`src/sv/assert_macros.svh`:
```
// Assertion helpers shared by the RTL files.
`ifndef ASSERT_MACROS_SVH
`define ASSERT_MACROS_SVH

// Check cons in the same cycle as ante.
`define PPWM_ASSERT_NOW(label, clk, rst_n, ante, cons) \
    label: assert property (@(posedge clk) disable iff (!rst_n) (ante) |-> (cons)) \
        else $error("ppwm assertion failed");

// Check cons in the cycle after ante.
`define PPWM_ASSERT_NEXT(label, clk, rst_n, ante, cons) \
    label: assert property (@(posedge clk) disable iff (!rst_n) (ante) |=> (cons)) \
        else $error("ppwm assertion failed");

`endif

```
`src/sv/ppwm_pkg.sv`:
```
`timescale 1ns / 1ps
package ppwm_pkg;

    localparam int MAX_CH     = 2;
    localparam int CH_STRIDE  = 15;
    localparam int CH_FIELD_W = 10;
    localparam int PRE_W      = 17;
    localparam int CYC_W      = 16;

    localparam logic [3:0]       CODE_BYPASS = 4'd15;
    localparam logic [PRE_W-1:0] PRE_LIMIT   = 17'd72000;

    localparam logic [PRE_W-1:0] DIV_TABLE [16] = '{
        17'd120,   17'd180,   17'd240,   17'd360,
        17'd480,   17'd0,     17'd0,     17'd0,
        17'd12000, 17'd24000, 17'd36000, 17'd48000,
        17'd72000, 17'd0,     17'd0,     17'd0
    };

    typedef enum logic [1:0] {
        OP_TICK  = 2'd0,
        OP_WRITE = 2'd1,
        OP_READ  = 2'd2,
        OP_NOP   = 2'd3
    } t_opcode;

    typedef enum logic [1:0] {
        REG_CTRL   = 2'd0,
        REG_PER0   = 2'd1,
        REG_PER1   = 2'd2,
        REG_UNUSED = 2'd3
    } t_reg_idx;

    typedef enum logic {
        CFG_BYP_PRESENT    = 1'b0,
        CFG_DIRECT_PRESENT = 1'b1
    } t_cfg_idx;

    typedef struct packed {
        t_opcode     opcode;
        logic [1:0]  reg_index;
        logic [31:0] write_data;
    } t_in_item;

    typedef struct packed {
        logic [31:0] read_data;
        logic        level_ch0;
        logic        level_ch1;
    } t_out_item;

    typedef struct packed {
        t_cfg_idx idx;
        logic     value;
    } t_cfg_write;

    typedef struct packed {
        logic byp_present;
        logic direct_present;
    } t_cfg;

    typedef struct packed {
        logic [3:0] code;
        logic       enable;
        logic       act_level;
        logic       gate;
        logic       bypass;
    } t_chan_ctl;

    function automatic t_chan_ctl ctl_fields(input logic [CH_FIELD_W-1:0] f);
        t_chan_ctl c;
        c.code      = f[3:0];
        c.enable    = f[4];
        c.act_level = f[5];
        c.gate      = f[6];
        c.bypass    = f[9];
        return c;
    endfunction

    function automatic logic [PRE_W-1:0] div_of(input logic [3:0] code,
                                                 input logic byp_present);
        logic [PRE_W-1:0] d;
        if (code == CODE_BYPASS && byp_present) begin
            d = 17'd1;
        end else begin
            d = DIV_TABLE[code];
        end
        return d;
    endfunction

endpackage

```
`src/sv/ppwm_chan.sv`:
```
`timescale 1ns / 1ps
`include "assert_macros.svh"
module ppwm_chan (
    input  logic                i_clk,
    input  logic                i_rst_n,
    input  logic                i_step,
    input  logic                i_tick,
    input  ppwm_pkg::t_cfg      i_cfg,
    input  ppwm_pkg::t_chan_ctl i_ctl,
    input  logic [31:0]         i_period_wr,
    output logic                o_level
);

    logic [ppwm_pkg::PRE_W-1:0] r_pre, n_pre;
    logic [ppwm_pkg::CYC_W-1:0] r_cyc, n_cyc;
    logic [31:0]                r_act, n_act;
    logic                       r_phase, n_phase;

    logic [ppwm_pkg::PRE_W-1:0] w_div;
    logic [ppwm_pkg::PRE_W-1:0] w_pre_inc;
    logic                       w_direct;
    logic                       w_run;

    assign w_div     = ppwm_pkg::div_of(i_ctl.code, i_cfg.byp_present);
    assign w_direct  = i_cfg.direct_present && i_ctl.bypass;
    assign w_run     = i_ctl.enable && i_ctl.gate && (w_div != '0);
    assign w_pre_inc = r_pre + 17'd1;

    always_comb begin
        n_pre   = r_pre;
        n_cyc   = r_cyc;
        n_act   = r_act;
        n_phase = r_phase;
        if (i_tick) begin
            if (w_direct) begin
                n_phase = ~r_phase;
            end else begin
                n_phase = 1'b0;
                if (!w_run) begin
                    // Stopped: clear counters, follow the written period at once.
                    n_pre = '0;
                    n_cyc = '0;
                    n_act = i_period_wr;
                end else if (w_pre_inc < w_div) begin
                    n_pre = w_pre_inc;
                end else begin
                    n_pre = '0;
                    if (r_cyc >= r_act[31:16]) begin
                        // Period boundary: latch the pending period word.
                        n_cyc = '0;
                        n_act = i_period_wr;
                    end else begin
                        n_cyc = r_cyc + 16'd1;
                    end
                end
            end
        end
    end

    always_comb begin
        if (w_direct) begin
            o_level = n_phase;
        end else if (!w_run) begin
            o_level = ~i_ctl.act_level;
        end else if (n_cyc < n_act[15:0]) begin
            o_level = i_ctl.act_level;
        end else begin
            o_level = ~i_ctl.act_level;
        end
    end

    always_ff @(posedge i_clk) begin
        if (!i_rst_n) begin
            r_pre   <= '0;
            r_cyc   <= '0;
            r_act   <= '0;
            r_phase <= 1'b0;
        end else if (i_step) begin
            r_pre   <= n_pre;
            r_cyc   <= n_cyc;
            r_act   <= n_act;
            r_phase <= n_phase;
        end
    end

    `PPWM_ASSERT_NOW(a_pre_bound, i_clk, i_rst_n, 1'b1, r_pre < ppwm_pkg::PRE_LIMIT)
    `PPWM_ASSERT_NEXT(a_hold_idle, i_clk, i_rst_n, !i_step, $stable(r_pre) && $stable(r_cyc))

endmodule

```
`config.mk`:
```
export PLATFORM = sky130hd
export DESIGN_NAME = ppwm_chan
export DESIGN_NICKNAME = d
export VERILOG_FILES = /design/src/sv/ppwm_pkg.sv /design/src/sv/ppwm_chan.sv
export VERILOG_INCLUDE_DIRS = /design/src /design/src/sv
export SDC_FILE = /design/constraint.sdc
export NUM_CORES = 1
export LEC_CHECK = 0
export BUFFER_PORTS_ARGS = -buffer_cell sky130_fd_sc_hd__buf_2
export CAP_MARGIN = 25
export CORE_MARGIN = 8
export CORE_UTILIZATION = 30
export DETAILED_ROUTE_END_ITERATION = 8
export GPL_ROUTABILITY_DRIVEN = 1
export PLACE_DENSITY = 0.42
export SYNTH_ARGS = -nofsm -noshare
export SYNTH_HDL_FRONTEND = slang
export SYNTH_SLANG_ARGS = --single-unit
```
`constraint.sdc`:
```
create_clock -name i_clk -period 14.9 [get_ports i_clk]
set_clock_uncertainty 0.2 [all_clocks]
set_input_delay 1.49 -clock i_clk [delete_from_list [all_inputs] [get_ports i_clk]]
set_output_delay 1.49 -clock i_clk [all_outputs]
set_load 0.01 [all_outputs]
```
==> results.md, run 1 <==
- Crit path time final: between 9000 and 10000 ps
- Endpoint, Worst Hold: r_act[7]$_SDFFE_PN0P_
- Worst vdd ir: 51.0 uV
- Post-Route WL: 13.6 mm
- Starting Density: 0.306
- DRC Markers: 0
- Worst reg-to-reg setup slack: 9030 ps
- Yosys warnings: 0
- Post-route worst setup slack: just under 6000 ps
- Setup violators final: 0
- DIE WIDTH: around 140 um
- Pre-CTS WS: 6140 ps
- Ant. Diodes: 0
- Site Rows: 46
- WP data required: roughly 13000 ps
- Number of flops mapped to enable cells by yosys: 0
- Pleak: 2.16 nW
- Crit path DAT: 7340 ps
- Post-CTS setup buffers: 0
- DRT met1 WL: roughly 6.2 mm
- Flops & latches, synth: 66
- # IOs: 47
- Clock tree buffer depth: 2
- Outcome: completed
- Final core area utilization: 0.351
- Number of iterations in the first detailed-routing pass: 6
- Mapped Nets: 728
- TritonCTS clock tree: done
- Uppermost layer routed: met4
- Clock latency on the worst-skew pair: 340 ps
- Most frequent cells in the layout: 80 x nand2_1, 69 x a21oi_1, 66 x dfxtp_1
- Vias in the first global route: 4340
- Initial antenna violation count: 0
- Yosys cell types: 51
- CP Max Fanout: roughly 50
- Input/output buffers: 46
- Post-synth top flop: dfxtp_1
- Die H: between 100 and 150 um
- 1st-iter DRT viols: 211
- Synth area leader: dfxtp_1
- Crit. End Element: output port
- Post-CTS resize count: 0
- Final Net Count: around 760
- Hold Path Depth: 2
- Inst Count DP: 865
- Tightest Pin Transition: 905 ps
- Hold Startpoint: r_act[7]$_SDFFE_PN0P_
- Cts-stage hold buffer count: 0
- Synthesized area: between 4000 and 5000 um2
- Endpoints failing hold: 0
- Routed wl met2: 6.84 mm
- DPL Wire Length: 10.0 mm
- ANT nets after route: 0
- Clock Sinks: 66
- DR vias/cell: 5.13
- Largest net degree at the start of global routing: 52
- First-pass GRT wire length: 21.9 mm
- Core area: 15800 um2
- Total gr overflow: 0
- Mapped Cells: between 600 and 700
- CP startpoint: r_pre[2]$_SDFFE_PN0P_
- Worst setup SP type: register
- RSZ-0062 raised after global routing: false
- Worst Setup Path Type: register to output port
- Yosys top cell area share: 0.274
- Hold crit path type: register to register
- Slew HR: 0.393
- Share of synthesized flip-flops with an asynchronous set or reset: 0
- Top post-synthesis cells by area: dfxtp_1 27%, ha_1 13%, a21oi_1 7.2%
- Root buffer cell: clkbuf_16
- Power Total: 0.466 mW
- Final period utilization: 0.606
- Layout area overhead: 14.9%
- Die area: around 20000 um2
- Max cap viols: 0
- Routed vias: 4529
- R2R cell count: 14
- Fillers: 1772
- Avg WL per Cell: 15.5 um
- Worst-path clk slew: roughly 60 ps
- Commonest non-fill, non-tap cell in the layout: nand2_1
- Final std cells w/o fill: 882
- Final TNS setup: 0 ps
- H-Tree Depth: 3
- Reg2reg end: r_cyc[12]$_SDFFE_PN0P_
- Max Freq: 0.111 GHz
- Syn avg cell area: 7.65 um2
- Worst reg2reg startpoint: r_pre[2]$_SDFFE_PN0P_
- Slew Viols, Final: 0
- GR Util All Layers: 0.136
- Sequential area share after synthesis: 0.274
- TritonCTS buffer count: 9
- Pwr/cell area: between 80 and 90 nW/um2
- Met3 routed WL: 368 um
- Placer Congestion: between 0.8 and 0.9
- Layout cells sized above 1: 0.120
==> per-stage QoR <==
stage | hold slack (ps) | instance area [um2]
floorplan | 236 | 4820
global placement | 241 | 5240
detailed placement | 246 | 5240
CTS | 255 | 5530
global route | 269 | 5540
finish | 254 | 5540
==> power breakdown <==
group	internal [mW]	switching (mW)	total (mW)
combinational	0.0244	0.0422	0.0665
clock	0.134	0.0819	0.216
sequential	0.181	0.00231	0.183
==> logic make-up after synthesis <==
| logic type | Yosys count | share of synthesized area |
|---|---|---|
| xor gates and xnor gates | 31 | 0.0563 |
| DFF | 66 | 0.274 |
| and+or+nand+nor | 250 | 0.255 |
| AOI/OAI and AO/OA | 149 | 0.187 |
| adders and majority gates | 52 | 0.135 |
| muxes | 20 | 0.0418 |
| buffers and inverters | 62 | 0.0501 |
==> routing by layer <==
layer / up-vias / global-route usage
li1: 2328 / -
met1: 2132 / 0.160
met2: 56 / 0.239
met3: 13 / 0.0257
met4: 0 / 0.0498
met5: - / 0
==> synthesized netlist by cell type (3+ instances only) <==
master,instances
clkbuf_1,22
nor4_1,4
nor3_1,8
or3_1,6
and4_1,5
and4b_1,3
a31o_2,7
nand2b_1,4
a22oi_1,5
a21o_1,6
mux2i_1,19
buf_1,4
a211oi_1,5
or4_1,6
dfxtp_1,66
xnor2_1,20
o21ai_0,34
xor2_1,11
nand3b_1,7
inv_1,29
nand4_1,12
nor2_1,45
buf_2,7
o21ai_1,3
ha_1,52
and2_1,5
nor2b_1,4
and3_1,8
nand2_1,80
nand3_1,49
a21oi_1,69
==> flip-flops by register name (all words and copies together) (netlist names) <==
| signal | count |
|---|---|
| r_pre | 17 |
| r_act | 32 |
| r_cyc | 16 |
| r_phase | 1 |
==> worst max-delay path, cell delays in order, from the launching register on <==
cell      delay (ps)
dfxtp_1          400
nand3_1          210
or4_1            690
nor3_1           520
nand3_1          170
xnor2_1          180
ha_1             330
nand4_1          140
or4_1            540
o32a_2           480
nand3_2          370
and2_2           490
buf_4            550
mux2i_1          250
ha_1             260
a21o_1           160
a21o_1           170
a211oi_1         290
o21a_1           200
a221oi_1          80
a311oi_1         220
mux2i_1          110
buf_2            160
==> cell type report <==
cell class              instances  area, um2  area share
well taps                     216        270      0.0488
clock inverters                 4       51.3     0.00926
inverters                      29        109      0.0197
multi-input cells             502       3260       0.589
clock buffers                  12        246      0.0445
flip-flops and latches         66       1320       0.239
repair buffers                 53        280      0.0506
==> worst max-delay path by stage <==
stage | depth (start not counted) | endpoint | slack (ps)
6_report | 22 | o_level | 5870
5_1_grt | 23 | o_level | 5440
4_1_cts | 22 | o_level | 5860
3_5_place_dp | 21 | o_level | 6140
3_3_place_gp | 21 | o_level | 6130
2_1_floorplan | 22 | o_level | 7390
Note: power is estimated with default switching activity, not from simulation.
==> run 2: changes to the inputs <==
ABC_AREA = 1   (was default)
PLACE_DENSITY = 0.44   (was 0.42)
clock period = 7.8 ns   (was 14.9 ns; I/O delays follow)
==> results.md, run 2 <==
- Endpoint, Worst Hold: r_act[3]$_SDFFE_PN0P_ (was r_act[7]$_SDFFE_PN0P_)
- Number of iterations in the first detailed-routing pass: 4 (was 6)
- Commonest cells post-synth: 155 x nand2_1, 106 x inv_1, 76 x a21oi_1 (was 80 x nand2_1, 69 x a21oi_1, 66 x dfxtp_1)
- Pwr/cell area: 168 nW/um2 (was 84.1 nW/um2)
- Yosys warnings: 0 (unchanged)
- CP peak stage delay: 410 ps (was 690 ps)
- Max reg flops: 32 (unchanged)
- Simple-gate area share of the yosys netlist: 0.264 (was 0.255)
- Crit. End Element: output port (unchanged)
- Cts-stage hold buffer count: 0 (unchanged)
- Slew Viols, Final: 0 (unchanged)
- Sequential area share after synthesis: 0.279 (was 0.274)
- Vias in the first global route: 4252 (was 4340)
- Worst reg2reg startpoint: r_pre[0]$_SDFFE_PN0P_ (was r_pre[2]$_SDFFE_PN0P_)
- GR Util All Layers: 0.134 (was 0.136)
- Die H: 142 um (was 143 um)
- Clock latency on the worst-skew pair: 340 ps (about the same)
- Yosys top cell area share: 0.279 (was 0.274)
- Input/output buffers: 46 (unchanged)
- Switching Share: 0.296 (was 0.271)
- Crit path DAT: 5200 ps (was 7340 ps)
- Top post-synthesis cells by area: dfxtp_1 28%, ha_1 14%, nand2_1 12% (was dfxtp_1 27%, ha_1 13%, a21oi_1 7.2%)
- Synth area leader: dfxtp_1 (unchanged)
- Reg2reg end: r_act[29]$_SDFFE_PN0P_ (was r_cyc[12]$_SDFFE_PN0P_)
- Die area: 20000 um2 (was 20400 um2)
- Starting Density: 0.302 (was 0.306)
- Critical path depth in cells: 34 (was 22)
- Synthesized-area fraction occupied by adder cells: 0.138 (was 0.135)
- Layout area overhead: 14.0% (was 14.9%)
- Logic pwr share: 0.194 (was 0.143)
- Commonest non-fill, non-tap cell in the layout: nand2_1 (unchanged)
- Int Pwr: 0.637 mW (was 0.339 mW)
- Worst vdd ir: 105 uV (was 51.0 uV)
- Pleak: 2.54 nW (was 2.16 nW)
- CP Max Fanout: 6 (was 51)
- Worst-path clk slew: 50 ps (was 60 ps)
- Final std cells w/o fill: 953 (was 882)
- First-pass GRT wire length: 21.2 mm (was 21.9 mm)
- Endpoints failing hold: 0 (unchanged)
- Post-route cell area: 5390 um2 (was 5540 um2)
- Core area: 15700 um2 (was 15800 um2)
- Worst Setup Path Type: register to output port (unchanged)
- Worst setup SP type: register (unchanged)
- Most frequent cells in the layout: 154 x nand2_1, 106 x inv_1, 76 x a21oi_1 (was 80 x nand2_1, 69 x a21oi_1, 66 x dfxtp_1)
- DRC Markers: 0 (unchanged)
- Reg with most FFs: r_act (unchanged)
- Initial antenna violation count: 0 (unchanged)
- Syn avg cell area: 6.75 um2 (was 7.65 um2)
- Root buffer cell: clkbuf_16 (unchanged)
- Clock Sinks: 66 (unchanged)
- Fillers: 1766 (was 1772)
- Main combinational cell family by area after synthesis: simple AND/OR/NAND/NOR gates (unchanged)
- Layout cells sized above 1: 0.123 (was 0.120)
- Mux cell area share after synthesis: 0.00212 (was 0.0418)
- Placer Congestion: 0.871 (was 0.834)
- DPL Wire Length: 10.0 mm (about the same)
- 1st-iter DRT viols: 179 (was 211)
- Hold Startpoint: r_act[3]$_SDFFE_PN0P_ (was r_act[7]$_SDFFE_PN0P_)
- Post-synth top flop: dfxtp_1 (unchanged)
- Share of synthesized flip-flops with an asynchronous set or reset: 0 (unchanged)
- XOR/XNOR Fraction of Synth Area: 0.0296 (was 0.0563)
- R2R cell count: 20 (was 14)
- Top cell by count, worst path: nand2_1
- Ant. Diodes: 0 (unchanged)
- Worst reg-to-reg setup slack: 3020 ps (was 9030 ps)
- Mapped Cells: 700 (was 630)
- TritonCTS buffer count: 9 (unchanged)
- Final core area utilization: 0.344 (was 0.351)
- Slew HR: 0.376 (was 0.393)
- # IOs: 47 (unchanged)
- Hold crit path type: register to register (unchanged)
- Final TNS setup: 0 ps (unchanged)
- Biggest regs: r_act (32), r_pre (17), r_cyc (16) (unchanged)
- DIE WIDTH: 142 um (was 143 um)
- Flops & latches, synth: 66 (unchanged)
- Sw Pwr: 0.268 mW (was 0.126 mW)
- Reg power frac: 0.404 (was 0.393)
- Clock share of power: 0.402 (was 0.464)
- Slowest cell on the critical path: dfxtp_1 (was or4_1)
- Largest net degree at the start of global routing: 61 (was 52)
- Mapped Nets: 798 (was 728)
- Most used standard cell by instance count after synthesis: nand2_1 (unchanged)
- Inst Count DP: 939 (was 865)
- RSZ-0062 raised after global routing: false (unchanged)
- Avg WL per Cell: 13.4 um (was 15.5 um)
- Routed vias: 4413 (was 4529)
- Final Net Count: 832 (was 759)
- Hold Path Depth: 2 (unchanged)
- Site Rows: 46 (unchanged)
- Total gr overflow: 0 (unchanged)
- DP Area: 5130 um2 (was 5240 um2)
- Yosys cell types: 42 (was 51)
- TritonCTS clock tree: done (unchanged)
- ANT nets after route: 0 (unchanged)
- Clock tree buffer depth: 2 (unchanged)
- Crit path max-delay family: simple AND/OR/NAND/NOR gates (unchanged)
- Tightest Pin Transition: 933 ps (was 905 ps)
- DR vias/cell: 4.63 (was 5.13)
- Outcome: completed (unchanged)
- Crit path time final: 6180 ps
- Final period utilization: 0.792
- Max cap viols: 0 (unchanged)
- Post-CTS setup buffers: 0 (unchanged)
- Synthesized area: 4730 um2 (was 4820 um2)
- H-Tree Depth: 3 (unchanged)
- Number of flops mapped to enable cells by yosys: 0 (unchanged)
- WP data required: 6820 ps (was 13210 ps)
- Post-CTS resize count: 0 (unchanged)
- Max Freq: 0.162 GHz
- Setup violators final: 0 (unchanged)
- WP buf/inv: 2 (unchanged)
- Post-Route WL: 12.8 mm (was 13.6 mm)
- Synth Area in Compound Gates: 0.179 (was 0.187)
## run 2: cell count changes in the layout (fill, tap and decap cells not counted), sizes merged, moves of 7 or more
cell	delta
inv	+81
mux2i	-18
and3	-8
a31o	-7
xnor2	-16
a21oi	+8
nand2	+82
o21ai	+33
nand3	-16
## run 2: layer usage
metal	part of all wire	track usage	up-vias
met1	0.45	0.156	1985
met4	0.024	0.0577	0
li1	-	-	2336
met5	0	0	-
met2	0.49	0.231	68
met3	0.036	0.0319	24
## run 2: worst max path at each step
stage / startpoint / to / slack, ps
after global placement: i_ctl[5] / o_level / 2090
after floorplan: r_pre[0]$_SDFFE_PN0P_ / o_level / 2660
after CTS: r_pre[0]$_SDFFE_PN0P_ / o_level / 1550
final: r_pre[0]$_SDFFE_PN0P_ / o_level / 1620
after global routing: r_pre[0]$_SDFFE_PN0P_ / o_level / 1010
after detailed placement: r_pre[0]$_SDFFE_PN0P_ / o_level / 1930
## run 2: power groups by stage
stage	Combinational [mW]	Clock, mW	Sequential, mW
5_1_grt	0.206	0.394	0.367
2_1_floorplan	0.130	0	0.368
4_1_cts	0.179	0.384	0.366
3_5_place_dp	0.178	0	0.373
3_3_place_gp	0.176	0	0.373
6_report	0.176	0.364	0.365
## run 2: area by class of cell
cell class,count,area [um2],share of cell area
tap,216,270,0.0502
clock inverter,3,17.5,0.00325
multi-input combinational,502,2900,0.538
inverter,109,409,0.0759
sequential,66,1320,0.245
clock buffer,11,243,0.0450
timing repair buffer,46,230,0.0427
## run 2: through the flow
stage / hold slack (ps) / worst slack, ps / power (mW)
6_report: 251 / 1620 / 0.905
5_1_grt: 265 / 1010 / 0.967
4_1_cts: 255 / 1550 / 0.928
3_5_place_dp: 246 / 1930 / 0.550
3_3_place_gp: 242 / 2090 / 0.549
2_1_floorplan: 227 / 2660 / 0.498
## run 2: tightest hold or removal path: cells and delay by family, from the launching register on
kind | cells | cell delay (ps)
DFF | 1 | 300
buffers and inverters | 1 | 60
AOI/OAI and AO/OA | 1 | 50
## run 2: kinds of logic after synthesis
kind of cell | count (synthesis)
flip-flops | 66
buffers and inverters | 132
AND/OR/NAND/NOR | 273
AO/OA/AOI/OAI | 160
multiplexers | 1
adder cells (fa/ha/maj) | 52
XOR/XNOR | 16
==> run 3: changes to the inputs <==
PLACE_DENSITY = 0.42   (was 0.44)
clock period = 6.05 ns   (was 7.8 ns; I/O delays follow)
==> results.md, run 3 (synthesis gave the netlist of run 2 again) <==
- Number of iterations in the first detailed-routing pass: 4 (unchanged)
- First-pass GRT wire length: 21.0 mm (was 21.2 mm)
- Max Freq: 0.173 GHz
- Pleak: 2.61 nW (was 2.54 nW)
- Placer Congestion: 0.843 (was 0.871)
- Layout area overhead: 18.5% (was 14.0%)
- # IOs: 47 (unchanged)
- TritonCTS buffer count: 9 (unchanged)
- Most frequent cells in the layout: 151 x nand2_1, 105 x inv_1, 75 x a21oi_1 (was 154 x nand2_1, 106 x inv_1, 76 x a21oi_1)
- Final Net Count: 840 (was 832)
- Root buffer cell: clkbuf_16 (unchanged)
- 1st-iter DRT viols: 172 (was 179)
- Slew Viols, Final: 0 (unchanged)
- Met2 Resource Use GR: 0.237 (was 0.231)
- CP peak stage delay: 360 ps (was 410 ps)
- Max reg flops: 32 (unchanged)
- Pwr/cell area: 227 nW/um2 (was 168 nW/um2)
- Slew HR: 0.378 (was 0.376)
- Reg with most FFs: r_act (unchanged)
- Clock tree buffer depth: 2 (unchanged)
- Starting Density: 0.302 (unchanged)
- Ant. Diodes: 0 (unchanged)
- CP Max Fanout: 6 (unchanged)
- Final period utilization: 0.956
- Clock latency on the worst-skew pair: 340 ps (about the same)
- H-Tree Depth: 3 (unchanged)
- Slowest cell on the critical path: dfxtp_4 (was dfxtp_1)
- Layout cells sized above 1: 0.159 (was 0.123)
- ANT nets after route: 0 (unchanged)
- WP buf/inv: 2 (unchanged)
- Grt peak-use layer: met2 (unchanged)
- DIE WIDTH: 142 um (unchanged)
- Fillers: 1751 (was 1766)
- Input/output buffers: 46 (unchanged)
- Grt met1 use: 0.152 (was 0.156)
- Initial antenna violation count: 0 (unchanged)
- Worst-path clk slew: 60 ps (was 50 ps)
- Outcome: completed (unchanged)
- Total gr overflow: 0 (unchanged)
- Core area: 15700 um2 (unchanged)
- DR vias/cell: 4.58 (was 4.63)
- Power Total: 1.27 mW (was 0.905 mW)
- Tightest Pin Transition: 929 ps (was 933 ps)
- Crit. End Element: output port (unchanged)
- WP data required: 5240 ps (was 6820 ps)
- Avg WL per Cell: 13.4 um (about the same)
- Top cell by count, worst path: nand2_1 (unchanged)
- Largest net degree at the start of global routing: 61 (unchanged)
- Clock Sinks: 66 (unchanged)
- Setup violators final: 0 (unchanged)
- Die area: 20000 um2 (unchanged)
- Crit path time final: 5780 ps
- Hold crit path type: register to register (unchanged)
- TritonCTS clock tree: done (unchanged)
- Crit path max-delay family: simple AND/OR/NAND/NOR gates (unchanged)
- Max cap viols: 0 (unchanged)
- DRC Markers: 0 (unchanged)
- FF/Latch Area: 1330 um2 (was 1320 um2)
- Commonest non-fill, non-tap cell in the layout: nand2_1 (unchanged)
- Post-Route WL: 12.9 mm (was 12.8 mm)
- Worst setup SP type: register (unchanged)
- RSZ-0062 raised after global routing: true (was false)
- Worst vdd ir: 113 uV (was 105 uV)
- Endpoints failing hold: 0 (unchanged)
- Area occupied by multi-input gates: 2990 um2 (was 2900 um2)
- Met3 usage: 0.0323 (was 0.0319)
- Routed vias: 4406 (was 4413)
- Final TNS setup: 0 ps (unchanged)
- Vias in the first global route: 4282 (was 4252)
- Crit path DAT: 4980 ps (was 5200 ps)
- DPL Wire Length: 9.88 mm (was 10.0 mm)
- Site Rows: 46 (unchanged)
- Cts-stage hold buffer count: 0 (unchanged)
- Worst Setup Path Type: register to output port (unchanged)
- Die H: 142 um (unchanged)
- Biggest regs: r_act (32), r_pre (17), r_cyc (16) (unchanged)
- GR Util All Layers: 0.133 (was 0.134)
-- run 3: changes by cell type in the layout (fill, tap and decap cells not counted), moves of 2 or more --
cell | before | now
nand3_1 | 30 | 27
nor2_1 | 44 | 40
buf_4 | 0 | 8
nor2_4 | 1 | 3
nand3_2 | 2 | 5
nand2_1 | 154 | 151
ha_4 | 0 | 2
ha_1 | 52 | 50
bufinv_16 | 0 | 2
nor2_2 | 4 | 6
nand2_2 | 7 | 9
dfxtp_1 | 66 | 64
-- run 3: final timing paths --
kind,startpoint,endpoint,slack (ps),cells after the start
min,r_act[9]$_SDFFE_PN0P_,r_act[9]$_SDFFE_PN0P_,250,2
min reg2reg,r_act[9]$_SDFFE_PN0P_,r_act[9]$_SDFFE_PN0P_,250,2
max reg2reg,r_pre[0]$_SDFFE_PN0P_,r_act[30]$_SDFFE_PN0P_,1550,21
max,r_pre[0]$_SDFFE_PN0P_,o_level,270,35
-- run 3: per-stage QoR --
stage	worst slack, ps	cells	area [um2]	util	hold slack, ps
6_report	268	963	5600	0.358	251
5_1_grt	-209	963	5600	0.358	271
4_1_cts	40.5	957	5470	0.349	253
3_5_place_dp	387	941	5140	0.329	245
3_3_place_gp	442	941	5140	0.329	239
2_1_floorplan	1080	700	4730	-	227
-- run 3: what timing repair did --
| item | 4_1_cts | 5_1_grt |
|---|---|---|
| buffers inserted | 0 | 6 |
| hold endpoints to repair | 0 | 0 |
| resized for setup | 2 | 21 |
| pin swaps | 0 | 13 |
| setup endpoints to repair | 1 | 1 |
-- run 3: cell type report --
type                            count  area share
Timing Repair Buffer               54      0.0518
Inverter                          109      0.0730
Sequential cell                    66       0.237
Tap cell                          216      0.0482
Clock inverter                      5      0.0138
Clock buffer                       11      0.0433
Multi-Input combinational cell    502       0.533
-- run 3: per-layer routing --
metal | part of all wire | wire, um | vias to the layer above
li1 | - | - | 2354
met1 | 0.44 | 5690 | 1968
met2 | 0.50 | 6470 | 64
met3 | 0.036 | 461 | 20
met4 | 0.019 | 245 | 0
met5 | 0 | 0 | -
-- run 3: power by group --
| group | total [mW] | internal, mW | switching (mW) |
|---|---|---|---|
| sequential | 0.471 | 0.457 | 0.0141 |
| combinational | 0.232 | 0.0861 | 0.146 |
| clock | 0.569 | 0.371 | 0.199 |
| total | 1.27 | 0.913 | 0.359 |
-- run 3: worst register-to-register path, delay by kind of cell, from the launching register on --
kind | cells | cell delay [ps]
and+or+nand+nor | 15 | 2370
AOI/OAI and AO/OA | 2 | 510
adders and majority gates | 2 | 450
DFF | 1 | 360
buffers and inverters | 1 | 240
xor gates and xnor gates | 1 | 180
